===== src/design/triangle_tangent_unit_core_assert.svh =====
// Assertion macros shared by the triangle tangent unit modules.
// Depends on nothing; the users supply i_clk and i_rst_n in their scope.
`ifndef TRIANGLE_TANGENT_UNIT_CORE_ASSERT_SVH
`define TRIANGLE_TANGENT_UNIT_CORE_ASSERT_SVH
`ifndef SYNTH
`define TTU_ASSERT_CLK(lbl, clk, rst_n, prop) \
    lbl: assert property (@(posedge clk) disable iff (!rst_n) prop) \
        else $error("tangent unit assertion failed");
`define TTU_ASSERT(lbl, prop) `TTU_ASSERT_CLK(lbl, i_clk, i_rst_n, prop)
`else
`define TTU_ASSERT_CLK(lbl, clk, rst_n, prop)
`define TTU_ASSERT(lbl, prop)
`endif
`endif


===== src/design/tantu_pkg.sv =====
// Shared constants and types of the triangle tangent unit.
// Depends on nothing.
package tantu_pkg;
    localparam int POSITION_WIDTH_DEF        = 32;
    localparam int UV_WIDTH_DEF              = 20;
    localparam int TANGENT_FRACTION_BITS_DEF = 14;
    // Magnitudes are brought below this many bits before normalization.
    localparam int MAG_BITS                  = 31;

    typedef enum logic [1:0] {
        ST_OK       = 2'd0,
        ST_ZERO_DET = 2'd1,
        ST_ZERO_LEN = 2'd2
    } t_status;

    typedef enum logic [1:0] {
        C_FIRST  = 2'd0,
        C_SECOND = 2'd1,
        C_THIRD  = 2'd2
    } t_corner;

    typedef enum logic [3:0] {
        S_IDLE, S_MUL, S_CHECK, S_NORM, S_SQR, S_SQRT, S_DLOAD, S_DIV, S_DONE
    } t_back_state;
endpackage


===== src/design/tantu_front.sv =====
// Front end: takes vertices, holds the first two corners and forms the
// edge and UV deltas of each triangle. Depends on tantu_pkg.
module tantu_front import tantu_pkg::*; #(
    parameter int PW = POSITION_WIDTH_DEF,
    parameter int UW = UV_WIDTH_DEF,
    parameter int QW = 4 * (UW + 1) + 6 * (PW + 1)
) (
    input  logic                 i_clk,
    input  logic                 i_rst_n,
    input  logic                 i_valid,
    output logic                 o_ready,
    input  logic signed [PW-1:0] i_px,
    input  logic signed [PW-1:0] i_py,
    input  logic signed [PW-1:0] i_pz,
    input  logic signed [UW-1:0] i_u,
    input  logic signed [UW-1:0] i_v,
    output logic                 o_push_valid,
    input  logic                 i_push_ready,
    output logic [QW-1:0]        o_data
);
    localparam int EW = PW + 1;
    localparam int DW = UW + 1;

    t_corner r_corner, n_corner;
    logic signed [PW-1:0] r_p0 [3];
    logic signed [PW-1:0] r_p1 [3];
    logic signed [UW-1:0] r_uv0 [2];
    logic signed [UW-1:0] r_uv1 [2];
    logic accept;

    assign accept = i_valid && o_ready;
    // Only the third corner pushes a triangle, so only it waits for room in the queue.
    assign o_ready = (r_corner != C_THIRD) || i_push_ready;
    assign o_push_valid = accept && (r_corner == C_THIRD);

    always_comb begin
        n_corner = r_corner;
        if (accept) begin
            unique case (r_corner)
                C_FIRST:  n_corner = C_SECOND;
                C_SECOND: n_corner = C_THIRD;
                C_THIRD:  n_corner = C_FIRST;
                default:  n_corner = C_SECOND;
            endcase
        end
    end

    always_ff @(posedge i_clk) begin
        if (!i_rst_n) begin
            r_corner <= C_FIRST;
        end else begin
            r_corner <= n_corner;
        end
    end

    always_ff @(posedge i_clk) begin
        if (accept && r_corner != C_SECOND && r_corner != C_THIRD) begin
            r_p0[0] <= i_px; r_p0[1] <= i_py; r_p0[2] <= i_pz;
            r_uv0[0] <= i_u; r_uv0[1] <= i_v;
        end
        if (accept && r_corner == C_SECOND) begin
            r_p1[0] <= i_px; r_p1[1] <= i_py; r_p1[2] <= i_pz;
            r_uv1[0] <= i_u; r_uv1[1] <= i_v;
        end
    end

    logic signed [EW-1:0] e1x, e1y, e1z, e2x, e2y, e2z;
    logic signed [DW-1:0] du1, dv1, du2, dv2;

    assign e1x = EW'(r_p1[0]) - EW'(r_p0[0]);
    assign e1y = EW'(r_p1[1]) - EW'(r_p0[1]);
    assign e1z = EW'(r_p1[2]) - EW'(r_p0[2]);
    assign e2x = EW'(i_px) - EW'(r_p0[0]);
    assign e2y = EW'(i_py) - EW'(r_p0[1]);
    assign e2z = EW'(i_pz) - EW'(r_p0[2]);
    assign du1 = DW'(r_uv1[0]) - DW'(r_uv0[0]);
    assign dv1 = DW'(r_uv1[1]) - DW'(r_uv0[1]);
    assign du2 = DW'(i_u) - DW'(r_uv0[0]);
    assign dv2 = DW'(i_v) - DW'(r_uv0[1]);

    assign o_data = {e2z, e2y, e2x, e1z, e1y, e1x, dv2, du2, dv1, du1};
endmodule


===== config.mk =====
export PLATFORM = sky130hd
export DESIGN_NAME = tantu_front
export DESIGN_NICKNAME = d
export VERILOG_FILES = /design/src/design/triangle_tangent_unit_core_assert.svh /design/src/design/tantu_pkg.sv /design/src/design/tantu_front.sv
export SDC_FILE = /design/constraint.sdc
export NUM_CORES = 1
export LEC_CHECK = 0
export BUFFER_PORTS_ARGS = -buffer_cell sky130_fd_sc_hd__buf_2
export CAP_MARGIN = 20
export CORE_ASPECT_RATIO = 1.75
export CORE_MARGIN = 4
export CORE_UTILIZATION = 40
export CTS_BUF_LIST = sky130_fd_sc_hd__clkbuf_2 sky130_fd_sc_hd__clkbuf_4 sky130_fd_sc_hd__clkbuf_8
export CTS_CLUSTER_DIAMETER = 30
export DETAILED_ROUTE_END_ITERATION = 10
export PLACE_DENSITY_LB_ADDON = 0.3
export REMOVE_ABC_BUFFERS = 1
export SLEW_MARGIN = 20
export SYNTH_ARGS = -nofsm -noshare
export SYNTH_HDL_FRONTEND = slang
export SYNTH_SLANG_ARGS = --single-unit

===== constraint.sdc =====
create_clock -name i_clk -period 16 [get_ports i_clk]
set_input_delay 2.4 -clock i_clk [delete_from_list [all_inputs] [get_ports i_clk]]
set_output_delay 2.4 -clock i_clk [all_outputs]
set_load 0.005 [all_outputs]

==> impl_metrics.toml <==
[die]
num_rows = 114
num_io_pins = 424
fp.dieW_um = 186
die_h_um = 320
start_util = 0.403
dieArea_mm2 = 0.0597
coreArea_mm2 = 0.0552

[power]
power_uw = 2710
power.clock.fraction = 0.332
internal-power_uw = 1800
p_leak_uw = 0.0122
irDropWorstVdd_mv = 0.0862
switchingPower_uw = 916
power_frac_seq = 0.314
power_density_mw_per_mm2 = 102
p_comb_frac = 0.354
power.share.switching = 0.338

[drt]
routed_via_density = 5.47
first_pass_iters = 6
drc = 0
wl_met1_um = 25200
met3WireLength_um = 4990
wl_um = 68500
routed.top_layer = "met5"
ant_nets = 0
wl_met2_um = 35500
drtIter0Drc = 825
wl_per_cell_um = 19.4
num_vias = 19400

[timing]
finalSetupViolCount = 0
clock-skew-final_ns = 0.0413
period_needed_ns = 7.90
worstMarginPinSlew_ns = 0.923
hold_ws_ns = 0.630
fmax_mhz = 127
rsz0062_at_grt = "no"
maxSlewHeadroom = 0.385
tns_ns = 0
slew_violations = 0
worst_slack_ns = 8.10
hold_violations = 0
finalCritPeriodShare = 0.494

[clocking]
post_cts_buffers = 0
cts_tree = "done"
cts_root_buf = "clkbuf_8"
post_cts_resize_count = 0
ctsHoldBuffers = 0
cts_buffer_depth = 3
cts_made_buffers = 58
cts.sinks = 274
clk_latency_ns = 0.67
htree_levels = 2
clk_pin_slew_ns = 0.06

[setup_path]
cp.arrival_ns = 5.50
crit_type = "in2out"
critical_path.endpoint_type = "output pin"
crit_path_start_kind = "input pin"
cpPeakStageDelay_ns = 0.54
cp_common_cell = "buf_2"
cp.required_ns = 13.60
path_cells = "buf_2 > inv_1 > ha_1 > fa_1 > nor2b_1 > o31a_1 > o311a_1 > o21ai_1 > o31ai_1 > nand3_1 > a21oi_1 > a2111oi_0 > mux2_2 > buf_2"
critical_path.slowest_cell = "o31ai_1"
cp_max_fo = 4
r2r_setup_slack_ns = 13.32

[final_layout]
nNetsFinal = 3211
area_delta_synth_final_pct = 19.5
layout_common_cells = "buf_2 (423), ha_1 (274), edfxtp_1 (272)"
mostFrequentLayoutCell = "buf_2"
drive_gt1_frac = 0.199
instances_no_fill = 3540

[global_route]
grt_max_degree = 137
antenna_found_initial = 14
gr-total-overflow = 0
grt_pass1_wl_um = 107000
grt_pass1_vias = 20000
grt_usage = 0.220

[synthesis]
syn_area_per_cell_um2 = 9.55
synth_xor_area_frac = 0.0920
synth-seq-cells = 274
synthCells = 2332
synth_flop_cell = "edfxtp_1"
synthAdderAreaFrac = 0.163
synth-edff-count = 272
yosys.area_share.simple = 0.127
ys_warn_count = 0
muxShareOfSynthArea = 0.000506
ys_types = 75
synth_top_family_by_area = "compound AO/OA/AOI/OAI gates"
synth-seq-area-share = 0.369
synthArstFlopShare = 0
synth_area_mm2 = 0.0223
synth_compound_area_frac = 0.204

[placement]
gp_congestion = 0.926
dpl_worst_slack_ns = 8.13
place_hpwl_um = 55700
port_buffers = 423
dp.cells = 3423

[status]
status = "completed"

[min_path]
hold_path.class = "reg2reg"

[run]
drv_cap = 0
==> cell families after synthesis <==
| family | Yosys count |
|---|---|
| simple gates | 577 |
| compound gates | 697 |
| mux | 1 |
| xor+xnor | 234 |
| flops | 274 |
| fa+ha+maj | 284 |
| buf+inv | 265 |
==> area by class of cell <==
| cell class | instances | area (um2) |
|---|---|---|
| antenna | 8 | 20.0 |
| sequential | 274 | 8210 |
| clock buffer | 68 | 880 |
| timing repair buffer | 426 | 2150 |
| fill | 5207 | 28600 |
| multi-input combinational | 1793 | 13100 |
| clock inverter | 41 | 519 |
| tap | 696 | 871 |
| inverter | 234 | 878 |
==> final timing paths <==
| path | end | cells past startpoint | startpoint |
|---|---|---|---|
| worst min register to register | r_corner[1]$_SDFFE_PN0P_ | 3 | r_corner[1]$_SDFFE_PN0P_ |
| worst min-delay path | r_corner[1]$_SDFFE_PN0P_ | 3 | r_corner[1]$_SDFFE_PN0P_ |
| worst max register to register | r_uv1[0][35]$_DFFE_PP_ | 5 | r_corner[0]$_SDFFE_PN0P_ |
| worst max-delay path | o_data[248] | 14 | i_py[0] |
==> registers in the layout (all words and copies together), names as in the netlist <==
name and count:
r_p0 96, r_corner 2, r_uv0 40, r_uv1 40, r_p1 96
==> per-stage QoR <==
step | area, um2 | utilization
floorplan | 22100 | -
global placement | 25200 | 0.456
detailed placement | 25200 | 0.456
CTS | 26600 | 0.481
global route | 26600 | 0.482
finish | 26600 | 0.482
==> power by group through the flow <==
stage               Clock [uW]  Combinational (uW)  Sequential [uW]
finish                     900                 961              853
global route               960                1060              856
CTS                        922                 968              853
detailed placement           0                 961              868
global placement             0                 953              866
floorplan                    0                 580              876
==> layer usage <==
metal  vias to the layer above  GRT usage
li1                       9475          -
met1                      9137      0.228
met2                       599      0.419
met3                       148     0.0613
met4                        12     0.0881
met5                         -          0
==> critical path: cells and delay by family <==
family	cells	cell delay (ns)
buf+inv	3	0.27
fa+ha+maj	2	0.67
compound gates	6	1.41
mux	1	0.28
simple gates	2	0.46
==> Yosys cell counts (5+ instances only) <==
library cell	number	area, um2
o22ai_1	6	37.5
a211oi_1	19	143
o21ai_1	27	135
a2111oi_0	5	43.8
inv_1	234	878
a21boi_0	5	37.5
o31ai_1	9	67.6
xnor2_1	175	1530
clkbuf_1	30	113
nand3b_1	7	52.6
a21boi_1	6	45.0
a21oi_1	223	1120
o31a_1	6	52.6
edfxtp_1	272	8170
nand3_1	67	335
a31oi_1	25	156
o21bai_1	29	218
fa_1	10	200
o211ai_1	22	165
nor3_1	42	210
nor2_1	137	514
o2111ai_1	5	43.8
a41oi_1	6	52.6
o21ai_0	97	485
and3_1	28	175
a21o_1	111	833
a31o_2	6	52.6
nand2b_1	37	231
nand4_1	21	131
or3_1	13	81.3
xor2_1	59	517
and2_1	17	106
nor2b_1	42	263
or2_2	8	50.1
ha_1	274	3430
o21a_1	33	248
nand2_1	135	507
nor4_1	5	31.3
No activity file was read; power rests on OpenSTA's default activity.
