`config.mk`:
```
export PLATFORM = sky130hd
export DESIGN_NAME = tantu_fifo
export DESIGN_NICKNAME = d
export VERILOG_FILES = /design/src/design/triangle_tangent_unit_core_assert.svh /design/src/design/tantu_pkg.sv /design/src/design/tantu_fifo.sv
export SDC_FILE = /design/constraint.sdc
export NUM_CORES = 1
export LEC_CHECK = 0
export BUFFER_PORTS_ARGS = -buffer_cell sky130_fd_sc_hd__buf_4
export CORE_ASPECT_RATIO = 0.8
export CORE_MARGIN = 5
export CORE_UTILIZATION = 30
export DETAILED_ROUTE_END_ITERATION = 8
export GPL_TIMING_DRIVEN = 0
export PLACE_DENSITY = 0.55
export REMOVE_ABC_BUFFERS = 1
export SETUP_SLACK_MARGIN = 0.1
export SKIP_CTS_REPAIR_TIMING = 1
export SLEW_MARGIN = 20
export SYNTH_ARGS = -nofsm -noshare
export SYNTH_HDL_FRONTEND = slang
export SYNTH_SLANG_ARGS = --single-unit
```
`constraint.sdc`:
```
create_clock -name i_clk -period 1.6 [get_ports i_clk]
set_clock_uncertainty 0.05 [all_clocks]
set_input_delay 0.08 -clock i_clk [delete_from_list [all_inputs] [get_ports i_clk]]
set_output_delay 0.08 -clock i_clk [all_outputs]
set_load 0.01 [all_outputs]
```
`src/design/triangle_tangent_unit_core_assert.svh`:
```
// Assertion macros shared by the triangle tangent unit modules.
// Depends on nothing; the users supply i_clk and i_rst_n in their scope.
`ifndef TRIANGLE_TANGENT_UNIT_CORE_ASSERT_SVH
`define TRIANGLE_TANGENT_UNIT_CORE_ASSERT_SVH
`ifndef SYNTH
`define TTU_ASSERT_CLK(lbl, clk, rst_n, prop) \
    lbl: assert property (@(posedge clk) disable iff (!rst_n) prop) \
        else $error("tangent unit assertion failed");
`define TTU_ASSERT(lbl, prop) `TTU_ASSERT_CLK(lbl, i_clk, i_rst_n, prop)
`else
`define TTU_ASSERT_CLK(lbl, clk, rst_n, prop)
`define TTU_ASSERT(lbl, prop)
`endif
`endif

```
`src/design/tantu_pkg.sv`:
```
// Shared constants and types of the triangle tangent unit.
// Depends on nothing.
package tantu_pkg;
    localparam int POSITION_WIDTH_DEF        = 32;
    localparam int UV_WIDTH_DEF              = 20;
    localparam int TANGENT_FRACTION_BITS_DEF = 14;
    // Magnitudes are brought below this many bits before normalization.
    localparam int MAG_BITS                  = 31;

    typedef enum logic [1:0] {
        ST_OK       = 2'd0,
        ST_ZERO_DET = 2'd1,
        ST_ZERO_LEN = 2'd2
    } t_status;

    typedef enum logic [1:0] {
        C_FIRST  = 2'd0,
        C_SECOND = 2'd1,
        C_THIRD  = 2'd2
    } t_corner;

    typedef enum logic [3:0] {
        S_IDLE, S_MUL, S_CHECK, S_NORM, S_SQR, S_SQRT, S_DLOAD, S_DIV, S_DONE
    } t_back_state;
endpackage

```
`src/design/tantu_fifo.sv`:
```
// Two-entry queue of triangle deltas between front and back end.
// Depends on tantu_pkg.
module tantu_fifo import tantu_pkg::*; #(
    parameter int QW = 8
) (
    input  logic          i_clk,
    input  logic          i_rst_n,
    input  logic          i_push_valid,
    output logic          o_push_ready,
    input  logic [QW-1:0] i_data,
    output logic          o_valid,
    input  logic          i_pop,
    output logic [QW-1:0] o_data
);
    logic [QW-1:0] r_mem [2];
    logic          r_wp, r_rp;
    logic [1:0]    r_cnt;
    logic          do_push, do_pop;

    assign o_push_ready = (r_cnt != 2'd2);
    assign o_valid      = (r_cnt != 2'd0);
    assign do_push      = i_push_valid && o_push_ready;
    assign do_pop       = i_pop && o_valid;
    assign o_data       = r_mem[r_rp];

    always_ff @(posedge i_clk) begin
        if (!i_rst_n) begin
            r_wp  <= 1'b0;
            r_rp  <= 1'b0;
            r_cnt <= 2'd0;
        end else begin
            if (do_push) r_wp <= ~r_wp;
            if (do_pop)  r_rp <= ~r_rp;
            if (do_push && !do_pop)      r_cnt <= r_cnt + 2'd1;
            else if (do_pop && !do_push) r_cnt <= r_cnt - 2'd1;
        end
    end

    always_ff @(posedge i_clk) begin
        if (do_push) r_mem[r_wp] <= i_data;
    end
endmodule

```
==> results.txt, run 1 <==
run status: complete, no violations
CTS tree: built
via density per instance: 4.182
hold-critical path depth: 3
mux cell area share after synthesis: 0.1113
Syn. warnings: 0
total CTS buffers: 3
most used routing layer: met2
WP data required: 1790 ps
DRC errors left: 0
Critical Path Max Stage Delay: 380 ps
Nets: 99
Comb power frac: 0.365
crit end category: register
design area: 1162 um^2
Netlist Area Pre-Place: 809.5 um^2
number of max-cap violations: 0
register area share after synthesis: 0.7172
hold path start: i_push_valid
Internal Pwr Total: 1145 uW
Sw Share: 0.2873
Worst Hold Endpoint: r_wp
CP Launch Type: register
combinational family with the most area after synthesis: multiplexers
sequential power share: 0.482
M2 GR Usage: 0.1181
post-route total power: 1607 uW
total wire length: 1.421 mm
Clock power frac: 0.153
antenna violations before repair: 0
crit path max fanout: 5
placed cells: 106
synthesized instance count: 50
Clock Path Buffers: 2
R2R depth: 6
DR iter-0 viols: 13
Period minus WS final: 1560 ps
adder-cell area share of the yosys netlist: 0.01546
number of global-route vias before repair: 497
CP cell instances: nand2b_4 -> and2_4 -> ha_4 -> xor2_1 -> or3_1 -> a21oi_2
Die Y: 56.46 um
Post-Synth Simple-Gate Area: 0.07110
HP Class: input port to register
global route overflow: 0
Die W: 68.08 um
final hold vios: 0
RR Startpoint: r_cnt[0]
delay-heaviest family, CP: simple AND/OR/NAND/NOR gates
final setup TNS: 0 ps
Buf/Inv on CP: 0
met3 usage: 0.01796
commonest non-fill, non-tap cell in the layout: buf_4
CP max-delay cell: dfxtp_4
CTS H-Tree Depth: 1
core area: 2522 um^2
Slew headroom: 0.7499
Sw Pwr: 461.6 uW
RR Endpoint: r_cnt[1]
CTS clk-pin slew, worst paths: 110 ps
fin. max-slew vios: 0
Finished Layout Cells: 121
Peak supply drop: 0.4033 mV
Finished Core Util: 0.4608
clock latency at the later pin of the worst-skew pair: 290 ps
RePlAce Congestion: 0.6525
Worst Max-Slew Pin Slew: 375.2 ps
routing usage on met1: 0.08240
Starting Density: 0.3209
Yosys cell types: 17
Synth Area in Compound Gates: 0.03709
Final period util: 0.9753
largest net degree at the start of global routing: 13
n_diodes: 0
PD cells: 1382 nW/um^2
CTS root buf: clkbuf_4
fmax: 0.6408 GHz
row cnt: 16
total leakage power: 0.0004602 uW
flop2flop setup slack: 40 ps
per-cell routed wire length: 11.74 um
first-pass detailed-route iteration total: 4
Worst Path Arrival: 1750 ps
global-route usage over all layers: 0.07560
Finish-stage setup viols: 0
Synth Area in XOR/XNOR: 0.03246
Crit Path Class: register to register
RSZ-0062 raised after global routing: yes
layout cell share with drive strength beyond 1: 0.5294
post-synthesis register bit count: 21
count of clock tree sinks: 21
DR vias: 506
first-pass GRT wire length: 2.097 mm
I/O Buffers: 21
Boundary Pins: 22
Area Overhead vs Synth: 43.59%
placed standard-cell area: 1007 um^2
post-route ant nets: 0
Die ar.: 3844 um^2
most frequent cells in the layout: buf_4, edfxtp_1, mux2_2, dlygate4sd3_1
post-synthesis area per instance: 16.19 um^2
## Yosys cell counts, drive strengths merged
master,instances,area (um^2)
dfxtp,5,100.1
buf,1,5.000
nand2b,1,13.76
nand3b,1,7.510
edfxtp,16,480.5
ha,1,12.51
xor2,3,26.28
or2,1,6.260
a21oi,2,10.01
inv,2,7.510
mux2,8,90.09
o21ai,2,10.01
nor2,3,11.26
or3,1,6.260
a21bo,1,10.01
and3,1,6.260
and2,1,6.260
## worst max path at each step
stage	from	endpoint	slack, ps	cells past startpoint
2_1_floorplan	r_cnt[0]	r_cnt[1]	30	5
3_3_place_gp	r_cnt[0]	r_cnt[1]	-2	5
3_5_place_dp	r_cnt[0]	r_cnt[1]	-30	5
4_1_cts	r_cnt[0]	r_cnt[1]	-50	5
5_1_grt	r_cnt[0]	r_cnt[1]	-30	6
6_report	r_cnt[0]	r_cnt[1]	40	6
## worst register-to-register path, stage by stage, from the launching register on
cell	delay (ps)
dfxtp_4	380
nand2b_4	150
and2_4	140
ha_4	150
xor2_1	140
or3_1	380
a21oi_2	110
## layer usage
layer | vias up | routed length [um]
met5 | - | 0
met4 | 0 | 28
met3 | 2 | 68
met2 | 11 | 743
met1 | 243 | 580
li1 | 250 | -
## power groups by stage
stage,clock (uW),combinational (uW),sequential [uW]
CTS,257,500,768
detailed placement,0,497,780
finish,245,587,775
floorplan,0,307,759
global route,289,640,790
global placement,0,491,775
## logic make-up (layout without fill, tap and decap cells)
| group | Yosys count | after routing |
|---|---|---|
| flops | 21 | 21 |
| simple gates | 9 | 9 |
| mux | 8 | 8 |
| compound gates | 5 | 5 |
| xor+xnor | 3 | 3 |
| buf+inv | 3 | 38 |
| fa+ha+maj | 1 | 1 |
## area by class of cell
type,count,area (um^2)
multi-input cells,26,235.2
repair buffers,32,260.3
clock buffers,3,22.52
clock inverters,1,5.005
fillers,250,1360
well taps,36,45.04
flip-flops and latches,21,586.8
inverters,2,7.507
## flip-flops by register name (all words and copies together), names as in the netlist, named ones only
name / count
r_rp: 1
r_cnt: 2
r_mem: 16
r_wp: 1
## stage by stage
stage          hold WS (ps)  setup WS [ps]
2_1_floorplan         128.9          32.84
3_3_place_gp          215.6         -1.725
3_5_place_dp          218.3         -29.02
4_1_cts              -100.8         -49.47
5_1_grt               17.45         -32.96
6_report              28.80          39.52
(Power assumes the default switching activity.)
==> inputs of run 2 (changes only) <==
--- a/config.mk
+++ b/config.mk
@@ -11,7 +11,6 @@
 export CORE_UTILIZATION = 30
 export DETAILED_ROUTE_END_ITERATION = 8
 export GPL_TIMING_DRIVEN = 0
-export PLACE_DENSITY = 0.55
 export REMOVE_ABC_BUFFERS = 1
 export SETUP_SLACK_MARGIN = 0.1
 export SKIP_CTS_REPAIR_TIMING = 1
==> run 2 against run 1 <==
Register-to-register slack improved by 20 ps. Global-route usage fell by 0.69 points. Critical endpoint unchanged. Clock-buffer cell count rose by 1. Flip-flop and latch count did not move. Sequential share of layout area rose by 1.2 points. Final cell count fell by 2.5%. Largest cell class unchanged. Wire length fell by 2.5%.
==> results.txt, run 2 (synthesis results as in run 1) <==
run status: complete, no violations
Nets: 96
Sw Share: 0.2856
via density per instance: 4.203
crit path max fanout: 5
sequential power share: 0.500
first-pass GRT wire length: 1.869 mm
Slew headroom: 0.7293
Clock Path Buffers: 2
HP Class: input port to register
clock latency at the later pin of the worst-skew pair: 300 ps
Biggest register: r_mem
global-route usage over all layers: 0.06868
antenna violations before repair: 0
routing usage on met1: 0.07500
crit path launch: r_cnt[0]
Sw Pwr: 445.4 uW
Starting Density: 0.3209
Die W: 68.08 um
Internal Pwr Total: 1114 uW
I/O Buffers: 21
max reg flops: 16
design area: 1135 um^2
DRC errors left: 0
number of global-route vias before repair: 426
per-cell routed wire length: 11.74 um
PD cells: 1374 nW/um^2
Buf/Inv on CP: 0
Fin Hold WS: 22.82 ps
total leakage power: 0.0004436 uW
WP data required: 1790 ps
Critical Path Max Stage Delay: 380 ps
post-route ant nets: 0
Boundary Pins: 22
CTS tree: built
hold path start: i_rst_n
Die Y: 56.46 um
DR vias: 496
Finish-stage setup viols: 0
commonest non-fill, non-tap cell in the layout: buf_4
fin. max-slew vios: 0
n_diodes: 0
first-pass detailed-route iteration total: 2
CP cell instances: nand2b_4 -> and2_4 -> ha_4 -> or3_1 -> a21oi_1
Crit Path Class: register to register
Clock power frac: 0.157
CP Launch Type: register
Finished Core Util: 0.4499
placed standard-cell area: 1007 um^2
RePlAce Congestion: 0.7443
total CTS buffers: 3
delay-heaviest family, CP: simple AND/OR/NAND/NOR gates
Peak supply drop: 0.5362 mV
RR Startpoint: r_cnt[0]
Worst Max-Slew Pin Slew: 406.1 ps
core area: 2522 um^2
crit end category: register
Final period util: 0.9625
fmax: 0.6493 GHz
dpl hpwl: 908.9 um
most used routing layer: met2
Comb power frac: 0.343
CTS root buf: clkbuf_4
Die ar.: 3844 um^2
CP max-delay cell: dfxtp_4
total wire length: 1.385 mm
met3 usage: 0.04391
final hold vios: 0
most frequent cells in the layout: buf_4, edfxtp_1, mux2_2, dlygate4sd3_1
layout cell share with drive strength beyond 1: 0.4878
Top Registers: r_mem x16, r_cnt x2
Area Overhead vs Synth: 40.19%
row cnt: 16
Worst Path Arrival: 1730 ps
number of max-cap violations: 0
global route overflow: 0
DR iter-0 viols: 10
CTS H-Tree Depth: 1
count of clock tree sinks: 21
RSZ-0062 raised after global routing: yes
largest net degree at the start of global routing: 12
Period minus WS final: 1540 ps
M2 GR Usage: 0.1099
CTS clk-pin slew, worst paths: 100 ps
-- run 2: tightest hold or removal path, stage by stage --
cell and delay (ps):
buf_4 80, inv_1 80, nor2_1 110
-- run 2: power by group through the flow --
| stage | clock network [uW] | registers [uW] | logic (uW) |
|---|---|---|---|
| floorplan | 0 | 759 | 307 |
| global placement | 0 | 777 | 488 |
| detailed placement | 0 | 783 | 494 |
| CTS | 254 | 770 | 498 |
| global route | 281 | 793 | 590 |
| finish | 244 | 780 | 535 |
-- run 2: cell type report --
class / count / area (um^2)
Inverter: 2 / 7.507
Multi-Input combinational cell: 26 / 231.5
Timing Repair Buffer: 29 / 237.7
Tap cell: 36 / 45.04
Clock buffer: 4 / 26.28
Fill cell: 250 / 1388
Sequential cell: 21 / 586.8
-- run 2: through the flow --
step	total power [uW]	worst slack (ps)	cells	TNS [ps]
6_report	1559	59.99	118	0
5_1_grt	1664	0.5809	118	0
4_1_cts	1521	-42.27	110	-42.27
3_5_place_dp	1277	-27.07	106	-27.07
3_3_place_gp	1265	-3.081	106	-3.081
2_1_floorplan	1065	32.84	49	0
-- run 2: per-layer routing --
layer	part of all wire	up-vias
li1	-	247
met1	0.40	229
met2	0.49	16
met3	0.097	4
met4	0.0065	0
met5	0	-
-- run 2: worst paths after layout --
kind	to	slack, ps	depth (start not counted)
max	r_cnt[1]	60	5
min	r_rp	20	3
max reg2reg	r_cnt[1]	60	5
min reg2reg	r_rp	470	2
==> inputs of run 3 (changes only) <==
--- a/config.mk
+++ b/config.mk
@@ -5,6 +5,7 @@
 export SDC_FILE = /design/constraint.sdc
 export NUM_CORES = 1
 export LEC_CHECK = 0
+export ABC_AREA = 1
 export BUFFER_PORTS_ARGS = -buffer_cell sky130_fd_sc_hd__buf_4
 export CORE_ASPECT_RATIO = 0.8
 export CORE_MARGIN = 5
==> run 3 against run 2 <==
Flip-flop and latch count stayed put. Register-to-register slack better by 160 ps. Sequential power about the same. First-iteration DRC count unchanged. Area after synthesis up 3.2%. Non-clock buffer count increased by 1. Synthesized cell count rose by 24%. Critical endpoint is now o_data[7]. Largest cell class unchanged. Highest routed layer is now met3.
==> results.txt, run 3 <==
Yosys cell types: 18
Crit Path Class: register to output port
Clock Path Buffers: 2
Top Registers: r_mem x16, r_cnt x2
Period minus WS final: 1396 ps
Die W: 69.01 um
DRC errors left: 0
total leakage power: 0.0004690 uW
post-route ant nets: 0
count of clock tree sinks: 21
synth cell count leaders: edfxtp_1, mux2_2, nor2_1, inv_1, nand2_1
mux cell area share after synthesis: 0.1078
first-pass detailed-route iteration total: 3
Top FF cell, synth: edfxtp_1
CTS root buf: clkbuf_4
flop2flop setup slack: 220 ps
first-pass GRT wire length: 2.201 mm
n_diodes: 0
EDFF count, synth: 16
hold-critical path depth: 4
core area: 2723 um^2
R2R depth: 10
crit end category: output port
WP data required: 1470 ps
Biggest register: r_mem
Synth Area in XOR/XNOR: 0
largest net degree at the start of global routing: 13
adder-cell area share of the yosys netlist: 0.01497
most frequent cells in the layout: buf_4, edfxtp_1, dlygate4sd3_1, mux2_2
fin. max-slew vios: 0
Synth async-reset ratio: 0
number of max-cap violations: 0
Starting Density: 0.3070
Nets: 109
CTS tree: built
Die ar.: 3948 um^2
Worst Max-Slew Pin Slew: 438.1 ps
clock latency at the later pin of the worst-skew pair: 290 ps
run status: complete, no violations
fmax: 0.7162 GHz
top cells by area, synth: edfxtp_1, dfxtp_1, mux2_2, nor2_1, inv_1
CTS H-Tree Depth: 1
Synth top area share: 0.5749
most frequent cell after synthesis: edfxtp_1
global-route usage over all layers: 0.07215
Post-Synth Simple-Gate Area: 0.1108
Area Overhead vs Synth: 39.37%
cell taking the most area after synthesis: edfxtp_1
DR vias: 562
design area: 1165 um^2
CP Launch Type: register
post-synthesis area per instance: 13.48 um^2
row cnt: 17
combinational family with the most area after synthesis: simple AND/OR/NAND/NOR gates
final hold vios: 0
placed standard-cell area: 1036 um^2
register area share after synthesis: 0.6946
dpl hpwl: 1.011 mm
layout cell share with drive strength beyond 1: 0.4737
RePlAce Congestion: 0.7680
DR iter-0 viols: 10
Boundary Pins: 22
PnR worst setup slack: 203.8 ps
RR Startpoint: r_cnt[0]
Worst Hold Endpoint: r_wp
per-cell routed wire length: 10.49 um
Final period util: 0.8726
CTS clk-pin slew, worst paths: 110 ps
Syn. warnings: 0
Peak supply drop: 0.7475 mV
synthesized instance count: 62
Layout fillers: 275
Slew headroom: 0.7076
Synth Area in Compound Gates: 0.02844
max reg flops: 16
RSZ-0062 raised after global routing: no
HP Class: input port to register
hold path start: i_push_valid
worst slack at placement: 7.390 ps
antenna violations before repair: 0
Worst Path Arrival: 1270 ps
post-synthesis register bit count: 21
PD cells: 1346 nW/um^2
crit path max fanout: 8
Netlist Area Pre-Place: 835.8 um^2
Finish-stage setup viols: 0
total CTS buffers: 3
total wire length: 1.395 mm
number of global-route vias before repair: 521
global route overflow: 0
I/O Buffers: 21
commonest non-fill, non-tap cell in the layout: buf_4
Die Y: 57.21 um
via density per instance: 4.226
RR Endpoint: r_cnt[1]
-- run 3: worst max-delay path: stages, from the launching register on --
cell	delay [ps]
dfxtp_2	460
mux2_2	370
buf_4	140
-- run 3: layout make-up --
class	count	area, um^2	share of cell area
sequential	21	586.8	0.5038
timing repair buffer	30	247.7	0.2127
multi-input combinational	32	224.0	0.1923
tap	38	47.55	0.04082
inverter	8	31.28	0.02685
clock buffer	3	22.52	0.01933
clock inverter	1	5.005	0.004296
-- run 3: worst max path at each step --
| stage | from | end | slack [ps] | cells after the start |
|---|---|---|---|---|
| 2_1_floorplan | r_cnt[0] | r_mem[1][0] | 230 | 4 |
| 3_3_place_gp | r_cnt[0] | r_mem[1][6] | 9 | 4 |
| 3_5_place_dp | r_cnt[0] | r_mem[1][1] | 7 | 4 |
| 4_1_cts | r_cnt[0] | r_mem[1][3] | -10 | 4 |
| 5_1_grt | r_cnt[0] | r_cnt[1] | 110 | 10 |
| 6_report | register | o_data[7] | 200 | 2 |
-- run 3: cells by family (layout without fill, tap and decap cells) --
group | after synthesis | in the layout
AOI/OAI and AO/OA | 4 | 4
adders and majority gates | 1 | 1
buffers and inverters | 9 | 42
DFF | 21 | 21
muxes | 8 | 8
and+or+nand+nor | 19 | 19
-- run 3: report_power, final --
group	total [uW]	internal, uW	leakage [uW]	switching (uW)
clock network	242	93.1	0.0000177	149
registers	778	707	0.000192	70.7
logic	548	278	0.000259	270
total	1570	1080	0.000469	490
-- run 3: per-layer routing --
layer / vias to the layer above / GRT usage / routed length [um]
li1: 284 / - / -
met1: 261 / 0.07634 / 592
met2: 17 / 0.1196 / 682
met3: 0 / 0.04930 / 121
met4: 0 / 0.01671 / 0
met5: - / 0 / 0
-- run 3: per-stage QoR --
stage	cells	setup TNS [ps]	util	hold WS, ps	total power, uW
detailed placement	120	0	0.3805	218.7	1309
global route	133	0	0.4278	76.64	1689
global placement	120	0	0.3805	216.7	1294
floorplan	61	0	-	128.9	1093
finish	133	0	0.4278	72.68	1568
CTS	124	-143.0	0.3906	-108.9	1566
